==> src/rtl/core/bhw_pkg.sv <==
`timescale 1ns / 1ps
// ----------------------------------------------------------------------------
// Battery health window estimator package
// Shared widths, codes, reset values, controller states and the command and
// status bundles that pass between the controller and the datapath.
// ----------------------------------------------------------------------------
package bhw_pkg;

  localparam int HOUR_W   = 5;
  localparam int CHARGE_W = 10;
  localparam int CAP_W    = 14;
  localparam int LOAD_W   = 14;
  localparam int HEALTH_W = 10;
  localparam int CFG_IDX_W  = 2;
  localparam int CFG_DATA_W = 14;

  // hours * load, drop * capacity, and the scaled numerator.
  localparam int HL_W  = HOUR_W + LOAD_W;
  localparam int DEN_W = CHARGE_W + CAP_W;
  localparam int NUM_W = 36;
  localparam int QUO_W = HEALTH_W + 1;

  localparam int DIV_STEPS = NUM_W;
  localparam int DIV_CNT_W = $clog2(DIV_STEPS);

  localparam logic [16:0]         HEALTH_SCALE = 17'd100000;
  localparam logic [QUO_W-1:0]    HEALTH_CAP   = QUO_W'(1000);
  localparam logic [HOUR_W-1:0]   HOUR_NONE    = 5'd31;
  localparam logic [HOUR_W-1:0]   HOURS_PER_DAY = 5'd24;

  localparam logic [HOUR_W-1:0]   START_HOUR_RST = 5'd22;
  localparam logic [HOUR_W-1:0]   END_HOUR_RST   = 5'd4;
  localparam logic [CAP_W-1:0]    CAPACITY_RST   = 14'd180;
  localparam logic [LOAD_W-1:0]   LOAD_RST       = 14'd100;

  localparam logic [CFG_IDX_W-1:0] CFG_START_HOUR = 2'd0;
  localparam logic [CFG_IDX_W-1:0] CFG_END_HOUR   = 2'd1;
  localparam logic [CFG_IDX_W-1:0] CFG_CAPACITY   = 2'd2;
  localparam logic [CFG_IDX_W-1:0] CFG_LOAD       = 2'd3;

  typedef enum logic [1:0] {
    STAT_WAITING   = 2'd0,
    STAT_MEASURING = 2'd1,
    STAT_VOIDED    = 2'd2,
    STAT_MEASURED  = 2'd3
  } status_t;

  typedef enum logic [2:0] {
    S_IDLE,
    S_EVAL,
    S_MUL1,
    S_MUL2,
    S_DIV,
    S_FIN,
    S_PUT
  } state_t;

  typedef struct packed {
    logic latch_in;
    logic eval;
    logic mul1;
    logic mul2;
    logic div_step;
    logic finish;
    logic load_out;
  } bhw_cmd_t;

  typedef struct packed {
    logic need_calc;
    logic zero_term;
  } bhw_sts_t;

  // Hours in the window, (end + 48 - start) mod 24, for any 5-bit registers.
  function automatic logic [HOUR_W-1:0] window_hours(input logic [HOUR_W-1:0] end_h,
                                                    input logic [HOUR_W-1:0] start_h);
    logic [6:0] t;
    t = {2'b00, end_h} + 7'd48 - {2'b00, start_h};
    for (int i = 0; i < 3; i++) begin
      if (t >= {2'b00, HOURS_PER_DAY}) begin
        t = t - {2'b00, HOURS_PER_DAY};
      end
    end
    return t[HOUR_W-1:0];
  endfunction

endpackage

==> src/rtl/core/bhw_ctrl.sv <==
`timescale 1ns / 1ps
// ----------------------------------------------------------------------------
// Battery health window estimator controller
// Sequences one tick through evaluation, the optional health computation and
// the output register, and owns the in and out handshakes and the divide count.
// ----------------------------------------------------------------------------
module bhw_ctrl (
  input  logic              clk,
  input  logic              rst_n,
  input  logic              in_valid,
  output logic              in_ready,
  output logic              out_valid,
  input  logic              out_ready,
  input  bhw_pkg::bhw_sts_t sts,
  output bhw_pkg::bhw_cmd_t cmd
);
  import bhw_pkg::*;

  state_t               state_r, state_nxt;
  logic                 out_valid_r, out_valid_nxt;
  logic [DIV_CNT_W-1:0] div_cnt_r, div_cnt_nxt;
  logic                 out_free;
  logic                 div_last;

  assign out_free = !out_valid_r || out_ready;
  assign div_last = (div_cnt_r == DIV_CNT_W'(DIV_STEPS - 1));

  always_ff @(posedge clk) begin
    if (!rst_n) begin
      state_r     <= S_IDLE;
      out_valid_r <= 1'b0;
      div_cnt_r   <= '0;
    end else begin
      state_r     <= state_nxt;
      out_valid_r <= out_valid_nxt;
      div_cnt_r   <= div_cnt_nxt;
    end
  end

  always_comb begin
    state_nxt = state_r;
    case (state_r)
      S_IDLE: if (in_valid) state_nxt = S_EVAL;
      S_EVAL: state_nxt = sts.need_calc ? S_MUL1 : S_PUT;
      S_MUL1: state_nxt = S_MUL2;
      S_MUL2: state_nxt = sts.zero_term ? S_PUT : S_DIV;
      S_DIV:  if (div_last) state_nxt = S_FIN;
      S_FIN:  state_nxt = S_PUT;
      S_PUT:  if (out_free) state_nxt = S_IDLE;
      default: state_nxt = S_IDLE;
    endcase
  end

  always_comb begin
    cmd = '0;
    in_ready = 1'b0;
    case (state_r)
      S_IDLE: begin
        in_ready     = 1'b1;
        cmd.latch_in = in_valid;
      end
      S_EVAL: cmd.eval     = 1'b1;
      S_MUL1: cmd.mul1     = 1'b1;
      S_MUL2: cmd.mul2     = 1'b1;
      S_DIV:  cmd.div_step = 1'b1;
      S_FIN:  cmd.finish   = 1'b1;
      S_PUT:  cmd.load_out = out_free;
      default: cmd = '0;
    endcase
  end

  always_comb begin
    div_cnt_nxt = div_cnt_r;
    if (cmd.mul2) begin
      div_cnt_nxt = '0;
    end else if (cmd.div_step) begin
      div_cnt_nxt = div_cnt_r + 1'b1;
    end
  end

  always_comb begin
    out_valid_nxt = out_valid_r;
    if (cmd.load_out) begin
      out_valid_nxt = 1'b1;
    end else if (out_ready) begin
      out_valid_nxt = 1'b0;
    end
  end

  assign out_valid = out_valid_r;

endmodule

==> src/rtl/core/bhw_dp.sv <==
`timescale 1ns / 1ps
// ----------------------------------------------------------------------------
// Battery health window estimator datapath
// Configuration registers, window state, the two multiply stages, a
// restoring divider with a saturating quotient, and the output register.
// ----------------------------------------------------------------------------
module bhw_dp (
  input  logic                            clk,
  input  logic                            rst_n,
  input  bhw_pkg::bhw_cmd_t               cmd,
  output bhw_pkg::bhw_sts_t               sts,
  input  logic                            cfg_we,
  input  logic [bhw_pkg::CFG_IDX_W-1:0]   cfg_index,
  input  logic [bhw_pkg::CFG_DATA_W-1:0]  cfg_data,
  input  logic                            in_time_known,
  input  logic [bhw_pkg::HOUR_W-1:0]      in_hour_of_day,
  input  logic                            in_charge_valid,
  input  logic [bhw_pkg::CHARGE_W-1:0]    in_charge_tenths,
  input  logic                            in_irrigating,
  output logic [1:0]                      out_status,
  output logic [bhw_pkg::HEALTH_W-1:0]    out_health_tenths,
  output logic                            out_health_known
);
  import bhw_pkg::*;

  // Configuration
  logic [HOUR_W-1:0] start_hour_r;
  logic [HOUR_W-1:0] end_hour_r;
  logic [CAP_W-1:0]  capacity_r;
  logic [LOAD_W-1:0] load_r;

  // Latched transaction
  logic                lat_tk_r;
  logic [HOUR_W-1:0]   lat_hour_r;
  logic                lat_chg_ok_r;
  logic [CHARGE_W-1:0] lat_chg_r;
  logic                lat_irr_r;

  // Window state
  logic [HOUR_W-1:0]   prev_hour_r, prev_hour_nxt;
  logic                in_window_r, in_window_nxt;
  logic                spoiled_r, spoiled_nxt;
  logic [CHARGE_W-1:0] charge_open_r, charge_open_nxt;
  status_t             status_r, status_nxt;
  logic [HEALTH_W-1:0] health_r, health_nxt;
  logic                health_seen_r, health_seen_nxt;

  // Arithmetic
  logic [HL_W-1:0]    hl_r;
  logic [DEN_W-1:0]   den_r;
  logic [NUM_W-1:0]   num_r;
  logic [DEN_W-1:0]   rem_r;
  logic [QUO_W-1:0]   quo_r;
  logic               quo_ovf_r;
  logic [DEN_W:0]     partial;
  logic [DEN_W+1:0]   trial;
  logic [CHARGE_W-1:0] drop;
  logic               spoil_acc;
  logic               is_close;
  logic               close_void;

  // Output register
  status_t             out_status_r;
  logic [HEALTH_W-1:0] out_health_r;
  logic                out_known_r;

  assign spoil_acc  = spoiled_r | (in_window_r & lat_irr_r);
  assign is_close   = lat_tk_r && (lat_hour_r != prev_hour_r) &&
                      (lat_hour_r != start_hour_r) && (lat_hour_r == end_hour_r) &&
                      in_window_r;
  assign close_void = spoil_acc || !lat_chg_ok_r || (lat_chg_r >= charge_open_r);
  assign drop       = charge_open_r - lat_chg_r;

  assign sts.need_calc = is_close && !close_void;
  assign sts.zero_term = (hl_r == '0) || (den_r == '0);

  always_ff @(posedge clk) begin
    if (!rst_n) begin
      start_hour_r <= START_HOUR_RST;
      end_hour_r   <= END_HOUR_RST;
      capacity_r   <= CAPACITY_RST;
      load_r       <= LOAD_RST;
    end else if (cfg_we) begin
      case (cfg_index)
        CFG_START_HOUR: start_hour_r <= cfg_data[HOUR_W-1:0];
        CFG_END_HOUR:   end_hour_r   <= cfg_data[HOUR_W-1:0];
        CFG_CAPACITY:   capacity_r   <= cfg_data[CAP_W-1:0];
        CFG_LOAD:       load_r       <= cfg_data[LOAD_W-1:0];
        default: ;
      endcase
    end
  end

  always_ff @(posedge clk) begin
    if (!rst_n) begin
      prev_hour_r   <= HOUR_NONE;
      in_window_r   <= 1'b0;
      spoiled_r     <= 1'b0;
      charge_open_r <= '0;
      status_r      <= STAT_WAITING;
      health_r      <= '0;
      health_seen_r <= 1'b0;
    end else begin
      prev_hour_r   <= prev_hour_nxt;
      in_window_r   <= in_window_nxt;
      spoiled_r     <= spoiled_nxt;
      charge_open_r <= charge_open_nxt;
      status_r      <= status_nxt;
      health_r      <= health_nxt;
      health_seen_r <= health_seen_nxt;
    end
  end

  always_comb begin
    prev_hour_nxt   = prev_hour_r;
    in_window_nxt   = in_window_r;
    spoiled_nxt     = spoiled_r;
    charge_open_nxt = charge_open_r;
    status_nxt      = status_r;
    health_nxt      = health_r;
    health_seen_nxt = health_seen_r;
    if (cmd.eval) begin
      if (!lat_tk_r) begin
        status_nxt = STAT_WAITING;
      end else begin
        spoiled_nxt = spoil_acc;
        if (lat_hour_r != prev_hour_r) begin
          prev_hour_nxt = lat_hour_r;
          // The start hour takes priority when start and end hours coincide.
          if (lat_hour_r == start_hour_r) begin
            if (lat_chg_ok_r) begin
              charge_open_nxt = lat_chg_r;
              in_window_nxt   = 1'b1;
              spoiled_nxt     = lat_irr_r;
              status_nxt      = STAT_MEASURING;
            end else begin
              status_nxt = STAT_WAITING;
            end
          end else if (is_close) begin
            in_window_nxt = 1'b0;
            if (close_void) begin
              status_nxt = STAT_VOIDED;
            end
          end
        end
      end
    end
    if (cmd.mul2 && sts.zero_term) begin
      status_nxt = STAT_VOIDED;
    end
    if (cmd.finish) begin
      health_nxt      = (quo_ovf_r || (quo_r > HEALTH_CAP)) ? HEALTH_CAP[HEALTH_W-1:0]
                                                             : quo_r[HEALTH_W-1:0];
      health_seen_nxt = 1'b1;
      status_nxt      = STAT_MEASURED;
    end
  end

  always_ff @(posedge clk) begin
    if (cmd.latch_in) begin
      lat_tk_r     <= in_time_known;
      lat_hour_r   <= in_hour_of_day;
      lat_chg_ok_r <= in_charge_valid;
      lat_chg_r    <= in_charge_tenths;
      lat_irr_r    <= in_irrigating;
    end
  end

  // Restoring division: one quotient bit per cycle, MSB of the numerator first.
  assign partial = {rem_r, num_r[NUM_W-1]};
  assign trial   = {1'b0, partial} - {2'b00, den_r};

  always_ff @(posedge clk) begin
    if (cmd.mul1) begin
      hl_r  <= HL_W'(window_hours(end_hour_r, start_hour_r)) * HL_W'(load_r);
      den_r <= DEN_W'(drop) * DEN_W'(capacity_r);
    end
    if (cmd.mul2) begin
      num_r     <= NUM_W'(hl_r) * NUM_W'(HEALTH_SCALE);
      rem_r     <= '0;
      quo_r     <= '0;
      quo_ovf_r <= 1'b0;
    end
    if (cmd.div_step) begin
      num_r     <= {num_r[NUM_W-2:0], 1'b0};
      quo_ovf_r <= quo_ovf_r | quo_r[QUO_W-1];
      if (!trial[DEN_W+1]) begin
        rem_r <= trial[DEN_W-1:0];
        quo_r <= {quo_r[QUO_W-2:0], 1'b1};
      end else begin
        rem_r <= partial[DEN_W-1:0];
        quo_r <= {quo_r[QUO_W-2:0], 1'b0};
      end
    end
  end

  always_ff @(posedge clk) begin
    if (cmd.load_out) begin
      out_status_r <= status_r;
      out_health_r <= health_r;
      out_known_r  <= health_seen_r;
    end
  end

  assign out_status        = out_status_r;
  assign out_health_tenths = out_health_r;
  assign out_health_known  = out_known_r;

endmodule

==> src/rtl/core/battery_health_window_estimator.sv <==
`timescale 1ns / 1ps
// ----------------------------------------------------------------------------
// Battery health window estimator
// Tracks an overnight measuring window per polling tick and computes battery
// health in tenths of a percent when the window closes.
//
//   Channel | Handshake            | Payload
//   --------+----------------------+-------------------------------------------
//   in      | in_valid / in_ready  | time_known, hour_of_day, charge_valid,
//           |                      | charge_tenths, irrigating
//   out     | out_valid / out_ready| status, health_tenths, health_known
//   cfg     | cfg_valid / cfg_ready| cfg_index (0..3), cfg_data
//
// A tick runs from acceptance through evaluation to the output register; when
// the window closes with a valid drop it also runs two multiply stages, the
// one-bit-per-cycle divider and a capping step (no divide if a term is zero).
// One tick is in flight at a time; the next is accepted as soon as the
// previous result sits in the output register, even if it is not yet taken.
// A stalled output holds the block in its final step until out_ready.
// Synchronous reset restores the register defaults; cfg_ready is always high.
// ----------------------------------------------------------------------------
module battery_health_window_estimator (
  input  logic                            clk,
  input  logic                            rst_n,
  input  logic                            in_valid,
  output logic                            in_ready,
  input  logic                            in_time_known,
  input  logic [bhw_pkg::HOUR_W-1:0]      in_hour_of_day,
  input  logic                            in_charge_valid,
  input  logic [bhw_pkg::CHARGE_W-1:0]    in_charge_tenths,
  input  logic                            in_irrigating,
  output logic                            out_valid,
  input  logic                            out_ready,
  output logic [1:0]                      out_status,
  output logic [bhw_pkg::HEALTH_W-1:0]    out_health_tenths,
  output logic                            out_health_known,
  input  logic                            cfg_valid,
  output logic                            cfg_ready,
  input  logic [bhw_pkg::CFG_IDX_W-1:0]   cfg_index,
  input  logic [bhw_pkg::CFG_DATA_W-1:0]  cfg_data
);
  import bhw_pkg::*;

  bhw_cmd_t cmd;
  bhw_sts_t sts;

  assign cfg_ready = 1'b1;

  bhw_ctrl u_ctrl (
    .clk       (clk),
    .rst_n     (rst_n),
    .in_valid  (in_valid),
    .in_ready  (in_ready),
    .out_valid (out_valid),
    .out_ready (out_ready),
    .sts       (sts),
    .cmd       (cmd)
  );

  bhw_dp u_dp (
    .clk               (clk),
    .rst_n             (rst_n),
    .cmd               (cmd),
    .sts               (sts),
    .cfg_we            (cfg_valid && cfg_ready),
    .cfg_index         (cfg_index),
    .cfg_data          (cfg_data),
    .in_time_known     (in_time_known),
    .in_hour_of_day    (in_hour_of_day),
    .in_charge_valid   (in_charge_valid),
    .in_charge_tenths  (in_charge_tenths),
    .in_irrigating     (in_irrigating),
    .out_status        (out_status),
    .out_health_tenths (out_health_tenths),
    .out_health_known  (out_health_known)
  );

  // Only one tick is in flight: acceptance closes the input until it is done.
  a_single_tick: assert property (@(posedge clk) disable iff (!rst_n)
    in_valid && in_ready |=> !in_ready)
    else $error("input accepted again while a tick is in flight");

  a_health_capped: assert property (@(posedge clk) disable iff (!rst_n)
    out_valid |-> out_health_tenths <= HEALTH_CAP[HEALTH_W-1:0])
    else $error("health exceeds its cap");

  a_measured_known: assert property (@(posedge clk) disable iff (!rst_n)
    out_valid && out_status == STAT_MEASURED |-> out_health_known)
    else $error("measured status without a known health figure");

  a_divide_busy: assert property (@(posedge clk) disable iff (!rst_n)
    cmd.div_step |-> !in_ready && !cmd.load_out)
    else $error("divider running outside of a computation");

endmodule
==> config.mk <==
export PLATFORM = sky130hd
export DESIGN_NAME = battery_health_window_estimator
export DESIGN_NICKNAME = d
export VERILOG_FILES = /design/src/rtl/core/bhw_pkg.sv /design/src/rtl/core/bhw_ctrl.sv /design/src/rtl/core/bhw_dp.sv /design/src/rtl/core/battery_health_window_estimator.sv
export SDC_FILE = /design/constraint.sdc
export NUM_CORES = 1
export LEC_CHECK = 0
export BUFFER_PORTS_ARGS = -buffer_cell sky130_fd_sc_hd__buf_2
export CAP_MARGIN = 20
export CORE_AREA = 2 2 177 179
export CTS_BUF_LIST = sky130_fd_sc_hd__clkbuf_2
export CTS_CLUSTER_SIZE = 8
export DETAILED_ROUTE_END_ITERATION = 12
export DIE_AREA = 0 0 179 181
export PLACE_DENSITY = 0.87
export SLEW_MARGIN = 20
export SYNTH_ARGS = -nofsm -noshare
export SYNTH_HDL_FRONTEND = slang
export SYNTH_HIERARCHICAL = 1
export SYNTH_SLANG_ARGS = --single-unit
==> constraint.sdc <==
create_clock -name clk -period 11.7 [get_ports clk]
set_clock_uncertainty 0.1 [all_clocks]
set_input_delay 3.51 -clock clk [delete_from_list [all_inputs] [get_ports clk]]
set_output_delay 3.51 -clock clk [all_outputs]
set_load 0.01 [all_outputs]
==> metrics.md <==
| Metric | Value |
|---|---|
| Async S/R FF share, synth | `0%` |
| Final Hold Fails | `0` |
| Endpoint required time on the critical path | `12,210 ps` |
| Die Area | `32,400 um2` |
| Routed wl met3 | `2518 um` |
| Met2 routed wirelength | `~21,000 um` |
| Synth Register Bits | `between 200 and 250` |
| Routed length per instance | `16.05 um` |
| Number of cells on the worst hold path | `0` |
| Number of top-level pins | `55` |
| Pre-Repair DR Iteration Count | `5` |
| Floorplan die width | `between 150 and 200 um` |
| Layout Nets | `between 2,000 and 3,000` |
| Number of distinct library cells after synthesis | `75` |
| Count of synthesis-stage warnings from yosys | `6` |
| Reg clk slew, reported paths | `100 ps` |
| CTS tree | `done` |
| DR DRC count | `0` |
| Layout filler cell count | `2,127` |
| Top post-synthesis cells by area | `edfxtp_1 (20%), fa_1 (18%), ha_1 (15%)` |
| Startpoint kind of the worst setup timing path | `flop` |
| Unrepaired setup endpoints after global routing | `no` |
| Number of antenna violations at the first check in global routing | `1` |
| Clock Sinks | `around 220` |
| Crit path max-delay cell type | `fa_1` |
| Slew at the pin with the worst max-slew slack | `1114 ps` |
| Crit path top cell by count | `ha_1` |
| Total area of multi-input combinational cells | `13,720 um2` |
| Maximum level of the CTS H-tree | `2` |
| Post-CTS sizing | `0` |
| Starting Density | `69.13%` |
| Insertion delay to the later sink of the worst-skew pair | `910 ps` |
| Port buffer count | `between 50 and 60` |
| Number of enable flip-flop cells after synthesis | `141` |
| Final Wtd Congestion | `0.8888` |
| Vias/cell | `5.731` |
| Setup Viol. Count Final | `0` |
| Headroom to the max-slew limit | `25.48%` |
| Maximum clock path buffer count | `3` |
| Synth Instances | `2,186` |
| Biggest fanout along the worst timing path | `14` |
| Final routed wirelength across all metal layers | `43,020 um` |
| Fraction of layout cells with a size suffix above 1 | `around 8.0%` |
| Worst Reg2Reg Path Length in Cells | `32` |
| Number of global-route vias before repair | `16,170` |
| Number of CTS-inserted buffers | `55` |
| Setup Fix Bufs, Post-CTS | `0` |
| Maximum clock frequency | `between 100 and 150 MHz` |
| Hold-fix buffer count after cts | `0` |
| Final critical-path required period | `8989 ps` |
| Cell type with the highest aggregate area in the netlist | `edfxtp_1` |
| Number of pins exceeding their max-slew limit in the final report | `0` |
| Fin crit share | `76.83%` |
| Max_cap viols | `0` |
| Total routing usage reported by global routing | `approximately 28%` |
| Remaining number of nets flagged by the antenna check after routing | `0` |
| Total via count after detailed routing | `between 15,000 and 20,000` |
| Die Ht | `~180 um` |
| Core region area | `30,350 um2` |
| Top FF cell, synth | `edfxtp_1` |
| Setup Total Neg Slack | `0 ps` |
| Portion of synthesized cell area occupied by the leading cell type | `roughly a fifth` |
| Register area | `5796 um2` |
| Synthesized area | `20,980 um2` |
| Half-perimeter wire length after detailed placement | `around 34,000 um` |
| Share of synthesized area occupied by flip-flops and latches | `between 20 and 30%` |
| Wire length of the first global-routing pass | `73,950 um` |
| Maximum number of pins on one net before global-route repair | `80` |
| Outcome | `finished, final reports clean` |
| Iteration-0 DRC Markers | `906` |
| Max stage delay on crit path | `around 540 ps` |
| Cell at the root of the clock tree | `clkbuf_2` |
| Signal arrival time at the worst endpoint | `between 9000 and 10,000 ps` |
| Post-synthesis net count | `2,669` |
| Area Overhead vs Synth | `5.320%` |
| Post-route met1 wirelength | `approximately 18,000 um` |
| Kind of end point of the critical path | `flop` |
| Row count | `64` |
| Mean Syn Cell Area | `between 9 and 10 um2` |
| Hold/Removal Path Class | `flop to flop` |
| Highest routing layer actually used | `met4` |
| Kind of critical path | `flop to flop` |
| Aggregate global routing overflow | `0` |
[cells in the mapped netlist, types with 11 or more instances]
master,count
o21ai_0,78
nand2_1,250
a21boi_0,34
nor2_1,64
nand3_1,48
nor3_1,19
o21bai_1,11
clkbuf_1,58
nand2b_1,24
xnor2_1,62
inv_1,326
fa_1,189
nor2b_1,61
ha_1,255
nand4_1,11
mux2i_1,20
a21oi_1,94
dfxtp_1,78
and2_1,116
a21o_1,31
xor2_1,45
edfxtp_1,141
[cells by family (layout without fill, tap and decap cells)]
family,count (synthesis),in the layout,share of synthesized area [%]
AO/OA/AOI/OAI,349,349,10.81
flip-flops,219,219,27.62
multiplexers,26,26,1.276
adder cells (fa/ha/maj),444,444,33.24
other,1,2,0.01787
buffers and inverters,391,489,7.109
XOR/XNOR,107,107,4.467
AND/OR/NAND/NOR,649,649,15.46
[metal layers]
layer	GRT usage, %	vias up
li1	-	7413
met1	35.96	7356
met2	47.05	486
met3	4.651	111
met4	9.561	0
met5	0	-
[cells in the final DEF, fill, tap and decap left out, types with 6 or more instances in the layout]
master    instances
nor2_1           64
nand2_1         250
nor2b_1          60
a22oi_1           6
clkinv_1         15
dfxtp_1          78
nand4_1          11
and2_1          116
buf_4             6
or2_2             9
nand2b_1         24
o22ai_1           7
xnor2_1          60
inv_1           325
clkinv_2          9
nor3_1           19
fa_1            189
a21o_1           31
nor4_1           10
a211oi_1         10
o211ai_1         10
o31ai_1           6
a21oi_1          94
o21ai_0          78
clkbuf_2         75
o21bai_1         11
edfxtp_1        141
and3_1            8
a21boi_0         34
a31oi_1           6
ha_1            255
o21a_1            9
buf_2            53
nand3_1          48
xor2_1           45
a31o_2            6
mux2i_1          20
[metrics by stage]
step	hold slack [ps]	cell area, um2	utilization (%)	setup slack (ps)	std cells
after global routing	356.5	22100	72.81	2058	2681
after detailed placement	313.0	21530	70.94	2845	2576
after global placement	314.8	21520	70.92	3428	2576
after CTS	338.4	22070	72.72	2744	2679
final	342.2	22100	72.81	2711	2681
after floorplan	302.9	20980	-	3861	2186
[registers in the layout, summed over array words and instances (netlist names), 2 cells and up]
register / cells
u_dp/prev_hour_r: 5
u_dp/end_hour_r: 5
u_dp/status_r: 2
u_dp/out_health_tenths: 10
u_dp/charge_open_r: 10
u_dp/lat_hour_r: 5
u_dp/den_r: 24
u_dp/num_r: 31
u_ctrl/state_r: 3
u_dp/quo_r: 11
u_dp/capacity_r: 14
u_dp/load_r: 14
u_ctrl/div_cnt_r: 6
u_dp/out_status: 2
u_dp/health_r: 10
u_dp/lat_chg_r: 10
u_dp/start_hour_r: 5
u_dp/rem_r: 24
u_dp/hl_r: 19
[final timing paths]
kind	startpoint	to	slack, ps
worst max-delay path	u_dp/start_hour_r[2]	u_dp/hl_r[17]	2710
worst min-delay path	u_dp/health_r[6]	u_dp/out_health_tenths[6]	340
worst max register to register	u_dp/start_hour_r[2]	u_dp/hl_r[17]	2710
worst min register to register	u_dp/health_r[6]	u_dp/out_health_tenths[6]	340
[area by class of cell]
| class | count | share of cell area, % |
|---|---|---|
| multi-input cells | 1576 | 62.10 |
| flip-flops and latches | 219 | 26.23 |
| inverters | 326 | 5.538 |
| well taps | 396 | 2.242 |
| clock buffers | 75 | 1.699 |
| repair buffers | 60 | 1.438 |
| clock inverters | 28 | 0.7474 |
| diodes | 1 | 0.01133 |
[critical path: cells and delay by family (launching register included)]
family                   cells  cell delay, ps
adder cells (fa/ha/maj)      9            3130
AND/OR/NAND/NOR              3             640
buffers and inverters        4             340
multiplexers                 1             390
flip-flops                   1             370
XOR/XNOR                     3             510
AO/OA/AOI/OAI               12            3200
Power is left out: the tool's default activity adds up to more than one toggle a clock period on the data nets, which glitch-free logic cannot reach.
